===== src/sv/ffsa_pkg.sv =====
// ffsa_pkg: shared constants, types and codes of the first-fit slot allocator
`timescale 1ns / 1ps

package ffsa_pkg;

    localparam int SLOTS       = 16;
    localparam int PAGE_SHIFT  = 12;
    localparam int OFFSET_BITS = 16;

    localparam int REQ_W   = 2;
    localparam int SIZE_W  = 28;
    localparam int ID_W    = 4;
    localparam int STS_W   = 3;
    localparam int PAGE_W  = 20;
    localparam int LEN_W   = 16;
    localparam int REGION_W = 16;
    localparam int CFG_W   = 20;
    localparam int CFG_IDX_W = 2;

    localparam int IDX_W   = (SLOTS > 1) ? $clog2(SLOTS) : 1;
    localparam int LINK_W  = $clog2(SLOTS + 1);
    localparam int PAGES_W = SIZE_W - PAGE_SHIFT + 1;

    localparam int MAX1_W  = (OFFSET_BITS > LEN_W) ? OFFSET_BITS : LEN_W;
    localparam int MAX2_W  = (MAX1_W > PAGES_W) ? MAX1_W : PAGES_W;
    localparam int MAX3_W  = (MAX2_W > REGION_W) ? MAX2_W : REGION_W;
    localparam int CMP_W   = MAX3_W + 2;

    localparam int IN_W    = 40;
    localparam int OUT_W   = 64;

    typedef logic [IDX_W-1:0]       idx_t;
    typedef logic [LINK_W-1:0]      link_t;
    typedef logic [OFFSET_BITS-1:0] off_t;
    typedef logic [LEN_W-1:0]       len_t;
    typedef logic [CMP_W-1:0]       wide_t;
    typedef logic [PAGES_W-1:0]     pages_t;

    localparam link_t NULL_LINK = LINK_W'(SLOTS);
    localparam wide_t MAX_OFF   = CMP_W'((64'd1 << OFFSET_BITS) - 64'd1);
    localparam logic [SIZE_W:0] PAGE_MASK = (SIZE_W + 1)'((64'd1 << PAGE_SHIFT) - 64'd1);

    typedef enum logic [REQ_W-1:0] {
        REQ_ALLOC   = 2'd0,
        REQ_RELEASE = 2'd1,
        REQ_QUERY   = 2'd2
    } req_t;

    typedef enum logic [STS_W-1:0] {
        STS_OK       = 3'd0,
        STS_NO_SLOT  = 3'd1,
        STS_NO_SPACE = 3'd2,
        STS_EMPTY    = 3'd3,
        STS_ZERO     = 3'd4
    } status_t;

    typedef enum logic [CFG_IDX_W-1:0] {
        CFG_REGION    = 2'd0,
        CFG_PHYS_BASE = 2'd1,
        CFG_VIRT_BASE = 2'd2
    } cfg_idx_t;

    typedef enum logic [2:0] {
        ST_IDLE,
        ST_START,
        ST_WALK,
        ST_TAIL,
        ST_LINK,
        ST_COMMIT,
        ST_RESP
    } state_t;

    typedef struct packed {
        off_t  off;
        len_t  len;
        link_t nxt;
        link_t prv;
    } slot_entry_t;

    typedef struct packed {
        logic  next_we;
        idx_t  next_addr;
        link_t next_data;
        logic  prev_we;
        idx_t  prev_addr;
        link_t prev_data;
        logic  ent_we;
        idx_t  ent_addr;
        off_t  ent_off;
        len_t  ent_len;
        logic  used_set;
        logic  used_clr;
        idx_t  used_addr;
    } tbl_wr_t;

endpackage


===== src/sv/ffsa_slot_table.sv =====
// ffsa_slot_table: slot table with offsets, lengths, links and used flags
`timescale 1ns / 1ps

module ffsa_slot_table (
    input  logic                          aclk,
    input  logic                          aresetn,
    input  ffsa_pkg::tbl_wr_t             wr,
    input  ffsa_pkg::idx_t                rd_addr,
    output ffsa_pkg::slot_entry_t         rd,
    output logic [ffsa_pkg::SLOTS-1:0]    used_vec
);

    ffsa_pkg::off_t  off_reg  [ffsa_pkg::SLOTS];
    ffsa_pkg::len_t  len_reg  [ffsa_pkg::SLOTS];
    ffsa_pkg::link_t next_reg [ffsa_pkg::SLOTS];
    ffsa_pkg::link_t prev_reg [ffsa_pkg::SLOTS];
    logic [ffsa_pkg::SLOTS-1:0] used_reg;
    logic [ffsa_pkg::SLOTS-1:0] used_next;

    always_comb begin
        used_next = used_reg;
        if (wr.used_set) begin
            used_next[wr.used_addr] = 1'b1;
        end
        if (wr.used_clr) begin
            used_next[wr.used_addr] = 1'b0;
        end
    end

    always_ff @(posedge aclk) begin
        if (!aresetn) begin
            used_reg <= '0;
        end else begin
            used_reg <= used_next;
        end
    end

    always_ff @(posedge aclk) begin
        if (wr.ent_we) begin
            off_reg[wr.ent_addr] <= wr.ent_off;
            len_reg[wr.ent_addr] <= wr.ent_len;
        end
        if (wr.next_we) begin
            next_reg[wr.next_addr] <= wr.next_data;
        end
        if (wr.prev_we) begin
            prev_reg[wr.prev_addr] <= wr.prev_data;
        end
    end

    assign rd.off   = off_reg[rd_addr];
    assign rd.len   = len_reg[rd_addr];
    assign rd.nxt   = next_reg[rd_addr];
    assign rd.prv   = prev_reg[rd_addr];
    assign used_vec = used_reg;

endmodule


===== src/sv/first_fit_slot_allocator.sv =====
// first_fit_slot_allocator: first-fit page allocator over a linked slot table
// query, release and an allocate rejected before the walk go from the start state to the response state
// allocate walks the address-ordered slot list one entry a cycle, then links and commits the new slot
// a new request word is taken only in the idle state, after the last result went to the output
// reset: synchronous active-low aresetn clears all used flags, the list head and the config
`timescale 1ns / 1ps

module first_fit_slot_allocator (
    input  logic                              aclk,
    input  logic                              aresetn,
    input  logic                              s_tvalid,
    output logic                              s_tready,
    // req_type[1:0], size_bytes[29:2], slot_id[33:30], zero pad
    input  logic [ffsa_pkg::IN_W-1:0]         s_tdata,
    output logic                              m_tvalid,
    input  logic                              m_tready,
    // status[2:0], slot_out[6:3], phys_page[26:7], virt_page[46:27], len_pages[62:47], zero pad
    output logic [ffsa_pkg::OUT_W-1:0]        m_tdata,
    input  logic                              cfg_we,
    input  logic [ffsa_pkg::CFG_IDX_W-1:0]    cfg_index,
    input  logic [ffsa_pkg::CFG_W-1:0]        cfg_wdata
);

    ffsa_pkg::state_t state_reg, state_next;

    logic [ffsa_pkg::REGION_W-1:0] region_reg;
    logic [ffsa_pkg::PAGE_W-1:0]   phys_base_reg;
    logic [ffsa_pkg::PAGE_W-1:0]   virt_base_reg;

    logic [ffsa_pkg::REQ_W-1:0] req_reg, req_next;
    ffsa_pkg::pages_t           pages_reg, pages_next;
    logic [ffsa_pkg::ID_W-1:0]  id_reg, id_next;
    ffsa_pkg::idx_t             free_reg, free_next;
    ffsa_pkg::link_t            cur_reg, cur_next;
    ffsa_pkg::link_t            nx_reg, nx_next;
    ffsa_pkg::wide_t            end_reg, end_next;
    ffsa_pkg::link_t            head_reg, head_next;

    logic [ffsa_pkg::STS_W-1:0] res_sts_reg, res_sts_next;
    logic [ffsa_pkg::ID_W-1:0]  res_slot_reg, res_slot_next;
    ffsa_pkg::off_t             res_off_reg, res_off_next;
    ffsa_pkg::len_t             res_len_reg, res_len_next;
    logic                       res_show_reg, res_show_next;

    logic                        m_tvalid_reg, m_tvalid_next;
    logic [ffsa_pkg::STS_W-1:0]  out_sts_reg, out_sts_next;
    logic [ffsa_pkg::ID_W-1:0]   out_slot_reg, out_slot_next;
    logic [ffsa_pkg::PAGE_W-1:0] out_phys_reg, out_phys_next;
    logic [ffsa_pkg::PAGE_W-1:0] out_virt_reg, out_virt_next;
    ffsa_pkg::len_t              out_len_reg, out_len_next;

    ffsa_pkg::tbl_wr_t          tbl_wr;
    ffsa_pkg::idx_t             rd_addr;
    ffsa_pkg::slot_entry_t      rd;
    logic [ffsa_pkg::SLOTS-1:0] used_vec;

    logic [ffsa_pkg::SIZE_W:0]  size_sum;
    logic                       in_accept;
    logic                       out_free;
    ffsa_pkg::idx_t             free_idx;
    logic                       free_found;
    ffsa_pkg::idx_t             id_idx;
    logic                       id_ok;
    logic                       id_used;
    ffsa_pkg::wide_t            limit;
    ffsa_pkg::wide_t            pages_wide;
    ffsa_pkg::wide_t            rd_end;
    ffsa_pkg::wide_t            gap;
    logic                       gap_fits;
    logic                       head_linked;
    logic                       nx_linked;
    logic                       no_room;
    logic                       tail_bad;

    ffsa_slot_table u_table (
        .aclk     (aclk),
        .aresetn  (aresetn),
        .wr       (tbl_wr),
        .rd_addr  (rd_addr),
        .rd       (rd),
        .used_vec (used_vec)
    );

    assign s_tready  = (state_reg == ffsa_pkg::ST_IDLE);
    assign in_accept = s_tvalid && s_tready;
    assign out_free  = !m_tvalid_reg || m_tready;

    assign size_sum = {1'b0, s_tdata[29:2]} + ffsa_pkg::PAGE_MASK;

    always_comb begin
        free_idx   = '0;
        free_found = 1'b0;
        for (int i = ffsa_pkg::SLOTS - 1; i >= 0; i--) begin
            if (!used_vec[i]) begin
                free_idx   = ffsa_pkg::idx_t'(i);
                free_found = 1'b1;
            end
        end
    end

    assign id_idx  = ffsa_pkg::idx_t'(id_reg);
    assign id_ok   = (32'(id_reg) < ffsa_pkg::SLOTS);
    assign id_used = id_ok && used_vec[id_idx];

    assign limit = (ffsa_pkg::wide_t'(region_reg) > ffsa_pkg::MAX_OFF)
                 ? ffsa_pkg::MAX_OFF : ffsa_pkg::wide_t'(region_reg);
    assign pages_wide  = ffsa_pkg::wide_t'(pages_reg);
    assign rd_end      = ffsa_pkg::wide_t'(rd.off) + ffsa_pkg::wide_t'(rd.len);
    assign gap         = ffsa_pkg::wide_t'(rd.off) - end_reg;
    assign gap_fits    = $signed(gap) >= $signed(pages_wide);
    assign head_linked = head_reg < ffsa_pkg::NULL_LINK;
    assign nx_linked   = nx_reg < ffsa_pkg::NULL_LINK;
    assign no_room     = pages_wide > limit;
    assign tail_bad    = (end_reg > limit) || ((limit - end_reg) < pages_wide);

    always_comb begin
        if (state_reg == ffsa_pkg::ST_WALK) begin
            rd_addr = ffsa_pkg::idx_t'(nx_reg);
        end else if (req_reg == ffsa_pkg::REQ_ALLOC) begin
            rd_addr = ffsa_pkg::idx_t'(head_reg);
        end else begin
            rd_addr = id_idx;
        end
    end

    // next state
    always_comb begin
        state_next = state_reg;
        unique case (state_reg)
            ffsa_pkg::ST_IDLE: begin
                if (in_accept) begin
                    state_next = ffsa_pkg::ST_START;
                end
            end
            ffsa_pkg::ST_START: begin
                if (req_reg == ffsa_pkg::REQ_ALLOC) begin
                    priority if (pages_reg == '0 || !free_found) begin
                        state_next = ffsa_pkg::ST_RESP;
                    end else if (!head_linked) begin
                        state_next = no_room ? ffsa_pkg::ST_RESP : ffsa_pkg::ST_COMMIT;
                    end else begin
                        state_next = ffsa_pkg::ST_WALK;
                    end
                end else begin
                    state_next = ffsa_pkg::ST_RESP;
                end
            end
            ffsa_pkg::ST_WALK: begin
                priority if (!nx_linked) begin
                    state_next = ffsa_pkg::ST_TAIL;
                end else if (gap_fits) begin
                    state_next = ffsa_pkg::ST_LINK;
                end
            end
            ffsa_pkg::ST_TAIL: begin
                state_next = tail_bad ? ffsa_pkg::ST_RESP : ffsa_pkg::ST_LINK;
            end
            ffsa_pkg::ST_LINK: begin
                state_next = ffsa_pkg::ST_COMMIT;
            end
            ffsa_pkg::ST_COMMIT: begin
                state_next = ffsa_pkg::ST_RESP;
            end
            ffsa_pkg::ST_RESP: begin
                if (out_free) begin
                    state_next = ffsa_pkg::ST_IDLE;
                end
            end
            default: begin
                state_next = ffsa_pkg::ST_IDLE;
            end
        endcase
    end

    // datapath and table writes
    always_comb begin
        req_next      = req_reg;
        pages_next    = pages_reg;
        id_next       = id_reg;
        free_next     = free_reg;
        cur_next      = cur_reg;
        nx_next       = nx_reg;
        end_next      = end_reg;
        head_next     = head_reg;
        res_sts_next  = res_sts_reg;
        res_slot_next = res_slot_reg;
        res_off_next  = res_off_reg;
        res_len_next  = res_len_reg;
        res_show_next = res_show_reg;
        m_tvalid_next = m_tvalid_reg;
        out_sts_next  = out_sts_reg;
        out_slot_next = out_slot_reg;
        out_phys_next = out_phys_reg;
        out_virt_next = out_virt_reg;
        out_len_next  = out_len_reg;
        tbl_wr        = '0;

        if (m_tvalid_reg && m_tready) begin
            m_tvalid_next = 1'b0;
        end

        unique case (state_reg)
            ffsa_pkg::ST_IDLE: begin
                if (in_accept) begin
                    req_next   = s_tdata[1:0];
                    pages_next = size_sum[ffsa_pkg::SIZE_W:ffsa_pkg::PAGE_SHIFT];
                    id_next    = s_tdata[33:30];
                end
            end
            ffsa_pkg::ST_START: begin
                res_sts_next  = ffsa_pkg::STS_OK;
                res_slot_next = '0;
                res_off_next  = '0;
                res_len_next  = '0;
                res_show_next = 1'b0;
                free_next     = free_idx;
                cur_next      = head_reg;
                nx_next       = rd.nxt;
                end_next      = rd_end;
                unique case (req_reg)
                    ffsa_pkg::REQ_ALLOC: begin
                        priority if (pages_reg == '0) begin
                            res_sts_next = ffsa_pkg::STS_ZERO;
                        end else if (!free_found) begin
                            res_sts_next = ffsa_pkg::STS_NO_SLOT;
                        end else if (!head_linked) begin
                            cur_next = ffsa_pkg::NULL_LINK;
                            nx_next  = ffsa_pkg::NULL_LINK;
                            end_next = '0;
                            if (no_room) begin
                                res_sts_next = ffsa_pkg::STS_NO_SPACE;
                            end
                        end
                    end
                    ffsa_pkg::REQ_RELEASE: begin
                        res_slot_next = id_reg;
                        if (!id_used) begin
                            res_sts_next = ffsa_pkg::STS_EMPTY;
                        end else begin
                            if (head_reg == ffsa_pkg::link_t'(id_idx)) begin
                                head_next = rd.nxt;
                            end
                            if (rd.nxt < ffsa_pkg::NULL_LINK) begin
                                tbl_wr.prev_we   = 1'b1;
                                tbl_wr.prev_addr = ffsa_pkg::idx_t'(rd.nxt);
                                tbl_wr.prev_data = rd.prv;
                            end
                            if (rd.prv < ffsa_pkg::NULL_LINK) begin
                                tbl_wr.next_we   = 1'b1;
                                tbl_wr.next_addr = ffsa_pkg::idx_t'(rd.prv);
                                tbl_wr.next_data = rd.nxt;
                            end
                            tbl_wr.used_clr  = 1'b1;
                            tbl_wr.used_addr = id_idx;
                        end
                    end
                    ffsa_pkg::REQ_QUERY: begin
                        res_slot_next = id_reg;
                        if (!id_used) begin
                            res_sts_next = ffsa_pkg::STS_EMPTY;
                        end else begin
                            res_off_next  = rd.off;
                            res_len_next  = rd.len;
                            res_show_next = 1'b1;
                        end
                    end
                    default: begin
                        res_sts_next = ffsa_pkg::STS_OK;
                    end
                endcase
            end
            ffsa_pkg::ST_WALK: begin
                if (nx_linked && !gap_fits) begin
                    cur_next = nx_reg;
                    nx_next  = rd.nxt;
                    end_next = rd_end;
                end
            end
            ffsa_pkg::ST_TAIL: begin
                if (tail_bad) begin
                    res_sts_next = ffsa_pkg::STS_NO_SPACE;
                end
            end
            ffsa_pkg::ST_LINK: begin
                tbl_wr.next_we   = 1'b1;
                tbl_wr.next_addr = ffsa_pkg::idx_t'(cur_reg);
                tbl_wr.next_data = ffsa_pkg::link_t'(free_reg);
                if (nx_linked) begin
                    tbl_wr.prev_we   = 1'b1;
                    tbl_wr.prev_addr = ffsa_pkg::idx_t'(nx_reg);
                    tbl_wr.prev_data = ffsa_pkg::link_t'(free_reg);
                end
            end
            ffsa_pkg::ST_COMMIT: begin
                tbl_wr.ent_we    = 1'b1;
                tbl_wr.ent_addr  = free_reg;
                tbl_wr.ent_off   = ffsa_pkg::off_t'(end_reg);
                tbl_wr.ent_len   = ffsa_pkg::len_t'(pages_reg);
                tbl_wr.next_we   = 1'b1;
                tbl_wr.next_addr = free_reg;
                tbl_wr.next_data = nx_reg;
                tbl_wr.prev_we   = 1'b1;
                tbl_wr.prev_addr = free_reg;
                tbl_wr.prev_data = cur_reg;
                tbl_wr.used_set  = 1'b1;
                tbl_wr.used_addr = free_reg;
                if (!(cur_reg < ffsa_pkg::NULL_LINK)) begin
                    head_next = ffsa_pkg::link_t'(free_reg);
                end
                res_sts_next  = ffsa_pkg::STS_OK;
                res_slot_next = ffsa_pkg::ID_W'(free_reg);
                res_off_next  = ffsa_pkg::off_t'(end_reg);
                res_len_next  = ffsa_pkg::len_t'(pages_reg);
                res_show_next = 1'b1;
            end
            ffsa_pkg::ST_RESP: begin
                if (out_free) begin
                    m_tvalid_next = 1'b1;
                    out_sts_next  = res_sts_reg;
                    out_slot_next = res_slot_reg;
                    out_len_next  = res_show_reg ? res_len_reg : '0;
                    out_phys_next = res_show_reg
                                  ? phys_base_reg + ffsa_pkg::PAGE_W'(res_off_reg) : '0;
                    out_virt_next = res_show_reg
                                  ? virt_base_reg + ffsa_pkg::PAGE_W'(res_off_reg) : '0;
                end
            end
            default: begin
                m_tvalid_next = m_tvalid_reg;
            end
        endcase
    end

    always_ff @(posedge aclk) begin
        if (!aresetn) begin
            state_reg     <= ffsa_pkg::ST_IDLE;
            head_reg      <= ffsa_pkg::NULL_LINK;
            m_tvalid_reg  <= 1'b0;
            region_reg    <= '0;
            phys_base_reg <= '0;
            virt_base_reg <= '0;
        end else begin
            state_reg    <= state_next;
            head_reg     <= head_next;
            m_tvalid_reg <= m_tvalid_next;
            if (cfg_we) begin
                case (cfg_index)
                    ffsa_pkg::CFG_REGION:    region_reg    <= cfg_wdata[ffsa_pkg::REGION_W-1:0];
                    ffsa_pkg::CFG_PHYS_BASE: phys_base_reg <= cfg_wdata;
                    ffsa_pkg::CFG_VIRT_BASE: virt_base_reg <= cfg_wdata;
                    default: begin
                        region_reg <= region_reg;
                    end
                endcase
            end
        end
    end

    always_ff @(posedge aclk) begin
        req_reg      <= req_next;
        pages_reg    <= pages_next;
        id_reg       <= id_next;
        free_reg     <= free_next;
        cur_reg      <= cur_next;
        nx_reg       <= nx_next;
        end_reg      <= end_next;
        res_sts_reg  <= res_sts_next;
        res_slot_reg <= res_slot_next;
        res_off_reg  <= res_off_next;
        res_len_reg  <= res_len_next;
        res_show_reg <= res_show_next;
        out_sts_reg  <= out_sts_next;
        out_slot_reg <= out_slot_next;
        out_phys_reg <= out_phys_next;
        out_virt_reg <= out_virt_next;
        out_len_reg  <= out_len_next;
    end

    assign m_tvalid = m_tvalid_reg;
    assign m_tdata  = {1'b0, out_len_reg, out_virt_reg, out_phys_reg, out_slot_reg, out_sts_reg};

`ifndef SYNTHESIS
    a_accept_starts: assert property (@(posedge aclk) disable iff (!aresetn)
        s_tvalid && s_tready |=> state_reg == ffsa_pkg::ST_START)
        else $error("accepted word did not start the sequencer");

    a_result_from_resp: assert property (@(posedge aclk) disable iff (!aresetn)
        $rose(m_tvalid) |-> $past(state_reg == ffsa_pkg::ST_RESP))
        else $error("result word raised outside the response step");

    a_head_used: assert property (@(posedge aclk) disable iff (!aresetn)
        head_reg < ffsa_pkg::NULL_LINK |-> used_vec[ffsa_pkg::idx_t'(head_reg)])
        else $error("list head points to a free slot");

    a_walk_cursor_used: assert property (@(posedge aclk) disable iff (!aresetn)
        state_reg == ffsa_pkg::ST_WALK |-> used_vec[ffsa_pkg::idx_t'(cur_reg)])
        else $error("list walk reached a free slot");
`endif

endmodule


===== config.mk =====
export PLATFORM = sky130hd
export DESIGN_NAME = first_fit_slot_allocator
export DESIGN_NICKNAME = d
export VERILOG_FILES = /design/src/sv/ffsa_pkg.sv /design/src/sv/ffsa_slot_table.sv /design/src/sv/first_fit_slot_allocator.sv
export SDC_FILE = /design/constraint.sdc
export NUM_CORES = 1
export LEC_CHECK = 0
export BUFFER_PORTS_ARGS = -buffer_cell sky130_fd_sc_hd__clkbuf_2
export CAP_MARGIN = 15
export CORE_ASPECT_RATIO = 0.9
export CORE_MARGIN = 4
export CORE_UTILIZATION = 50
export CTS_BUF_LIST = sky130_fd_sc_hd__clkbuf_8
export CTS_CLUSTER_DIAMETER = 60
export DETAILED_ROUTE_END_ITERATION = 10
export PLACE_DENSITY = 0.68
export RECOVER_POWER = 25
export SLEW_MARGIN = 20
export SYNTH_ARGS = -nofsm -noshare
export SYNTH_HDL_FRONTEND = slang
export SYNTH_SLANG_ARGS = --single-unit
export TNS_END_PERCENT = 10

===== constraint.sdc =====
create_clock -name aclk -period 6.95 [get_ports aclk]
set_input_delay 1.39 -clock aclk [delete_from_list [all_inputs] [get_ports aclk]]
set_output_delay 1.39 -clock aclk [all_outputs]
set_load 0.005 [all_outputs]

==> impl_results.md <==
* Delay-heaviest family, CP: compound AO/OA/AOI/OAI gates
* Buffers on Ports at 125
* FMAX at 0.151 GHz
* Count leader, synth: edfxtp_1
* Placed Cells at roughly 4000
* Clk slew on worst S/H paths at about 0.06 ns
* Drt wl/cell at ~24 um
* Bufs on Longest Clock Path at 3
* Worst Path Required at around 7.4 ns
* Register area share after synthesis at about two thirds
* # fillers at 6361
* Gr ovfl total at 0
* Cell count after synthesis at 2763
* Crit path capture type: flop
* Total of max-cap violations at 7
* FP Rows at between 90 and 100
* Status: finished with violations
* Multi-input gate area at between 10000 and 15000 sq um
* Critical path peak fanout at 40
* GRT Util Overall at between 20% and 30%
* Initial antenna violation count at 3
* Final Max Slew Viols at ~270
* HPWL Detailed at approximately 64000 um
* Drt total wl at 101000 um
* CTS Buf Count at ~150
* Clk_lat worst skew at 0.81 ns
* CTS Hold Bufs at 0
* Pwr/cell area at 396 nW/um^2
* Most common cell on crit path: a21oi_1
* Pleak at about 17 nW
* First-pass GRT wire length at 151000 um
* Boundary Pins at between 100 and 150
* Synth Register Bits at a little over 900
* Max transition margin at -100%
* Vias in the first global route at roughly 25000
* Post-Syn Nets at around 3000
* CP Data Arrival Time at 7.13 ns
* Chip Height at around 280 um
* Largest area contributor in the netlist: edfxtp_1
* H-tree levels at 4
* Critical path type: reg -> reg
* Max VDD drop at between 0.2 and 0.25 mV
* CP peak stage delay at between 0.5 and 0.6 ns
* GP Congestion at ~0.93
* Number of stages on the worst setup path at 25
* Top FF cell, synth: edfxtp_1
* Die area at approximately 87000 sq um
* Post-Layout Cell Count at 4181
* Final Hold Viols at 0
* EDFF count, synth at between 800 and 900
* Worst-Margin Slew at between 3 and 4 ns
* Initial core utilization at 50.5%
* Root buffer cell: clkbuf_8
* Share of cells above drive strength 1 at a little under a fifth
* Register area at about 27000 sq um
* CTS Sinks at 910
* # setup viols final at 0
* Final nets at ~3200
* Vias at roughly 25000
* Syn Area/Cell at 14.8 sq um
* Period utilization at about 95%
* Place WS at just under 0.2 ns
* Drt first pass iters at 6
* Synth async-reset ratio at 0%
* Min Tclk post-route at around 6.6 ns
* Area contributors post-synth: edfxtp_1 61%, mux4_2 9.1%, ha_1 4.1%, dfxtp_1 4.0%, a21oi_1 2.0%
* Hold crit path type: reg -> reg
* Number of distinct library cells after synthesis at 86
* Largest net degree at the start of global routing at 61
* DRC Markers at 0
* TritonCTS clock tree: done
* Core Region at between 80000 and 90000 sq um
* Area Overhead vs Synth at 11.9%
* Post-layout util at 56.5%
* PnR worst setup slack at approximately 0.32 ns
* Top cell type's share of synthesized area at just over 60%
* Hold Path Depth at 0
* R2R depth at 25
* Buf/Inv on CP at 5
* Ys Warns at 0
* Post-Syn Area at about 40000 sq um
* Avg Vias per Cell at 6.01
* Final setup skew at between 0.05 and 0.06 ns
* Antenna-violating nets left at 0
* Die span in x at 310 um
* CP max stage cell: mux2i_4
* Synth cell count leaders: 829 x edfxtp_1, 214 x nand2_1, 174 x nor2_1, 166 x a21oi_1, 165 x mux4_2
* DR iter-0 viols at approximately 2600
* CP Launch Type: flop
* Failing checks: max-capacitance violations, max-slew violations
==> logic make-up after synthesis <==
logic type / synth area share (%)
AND/OR/NAND/NOR: 8.42
adder cells (fa/ha/maj): 4.31
other: 0.00915
multiplexers: 10.3
flip-flops: 64.7
XOR/XNOR: 1.56
AO/OA/AOI/OAI: 8.18
buffers and inverters: 2.52
==> final cells by class <==
cell class,count,share of cell area [%]
flip-flops and latches,910,57.8
multi-input cells,1624,29.7
clock buffers,150,4.50
well taps,1060,2.89
repair buffers,212,2.84
clock inverters,116,1.39
inverters,107,0.876
diodes,2,0.0109
==> cells in the final DEF (no fill, tap or decap), types with 46 or more instances in the layout <==
cell	synthesis	layout
ha_1	133	132
edfxtp_1	829	829
a211oi_1	51	51
nand2_1	214	214
inv_1	105	150
xnor2_1	46	46
mux4_2	165	165
clkbuf_1	66	62
clkbuf_8	0	150
o21ai_0	60	59
a21o_1	52	52
nor2b_1	60	60
dfxtp_1	81	81
buf_4	13	66
clkbuf_2	0	72
nor2_1	174	157
a21oi_1	166	164
==> where the power goes <==
group          internal, mW  switching [mW]  total (mW)
Clock                  2.14            2.13        4.27
Sequential             6.53           0.215        6.75
Combinational          3.00            4.13        7.12
Total                  11.7            6.47        18.1
==> path summary, 6_finish.rpt <==
kind / startpoint / to / slack, ns
max: req_reg[0] / end_reg[5] / 0.32
min: res_slot_reg[0] / out_slot_reg[0] / 0.42
max reg2reg: req_reg[0] / end_reg[5] / 0.32
min reg2reg: res_slot_reg[0] / out_slot_reg[0] / 0.42
==> routing by layer <==
| layer | global-route usage (%) | vias to the layer above | routed length, um |
|---|---|---|---|
| li1 | - | 11200 | - |
| met1 | 31.8 | 12700 | 42400 |
| met2 | 37.6 | 983 | 48900 |
| met3 | 3.72 | 202 | 6320 |
| met4 | 9.00 | 0 | 3230 |
| met5 | 0 | - | 0 |
==> what timing repair did <==
action	CTS	global route
setup endpoints to repair	0	29
gates resized for setup	0	9
hold endpoints to repair	0	0
buffers inserted	0	19
==> through the flow <==
step           power (mW)  TNS [ns]  hold WS [ns]  cell area [sq um]
5_1_grt              19.2    -0.192         0.442              45900
3_5_place_dp         13.7         0         0.412              43100
2_1_floorplan        11.8         0         0.400              41000
4_1_cts              18.0         0         0.427              45800
3_3_place_gp         13.5         0         0.415              43100
6_report             18.1         0         0.420              45900
Power figures use the tool's default switching activity.
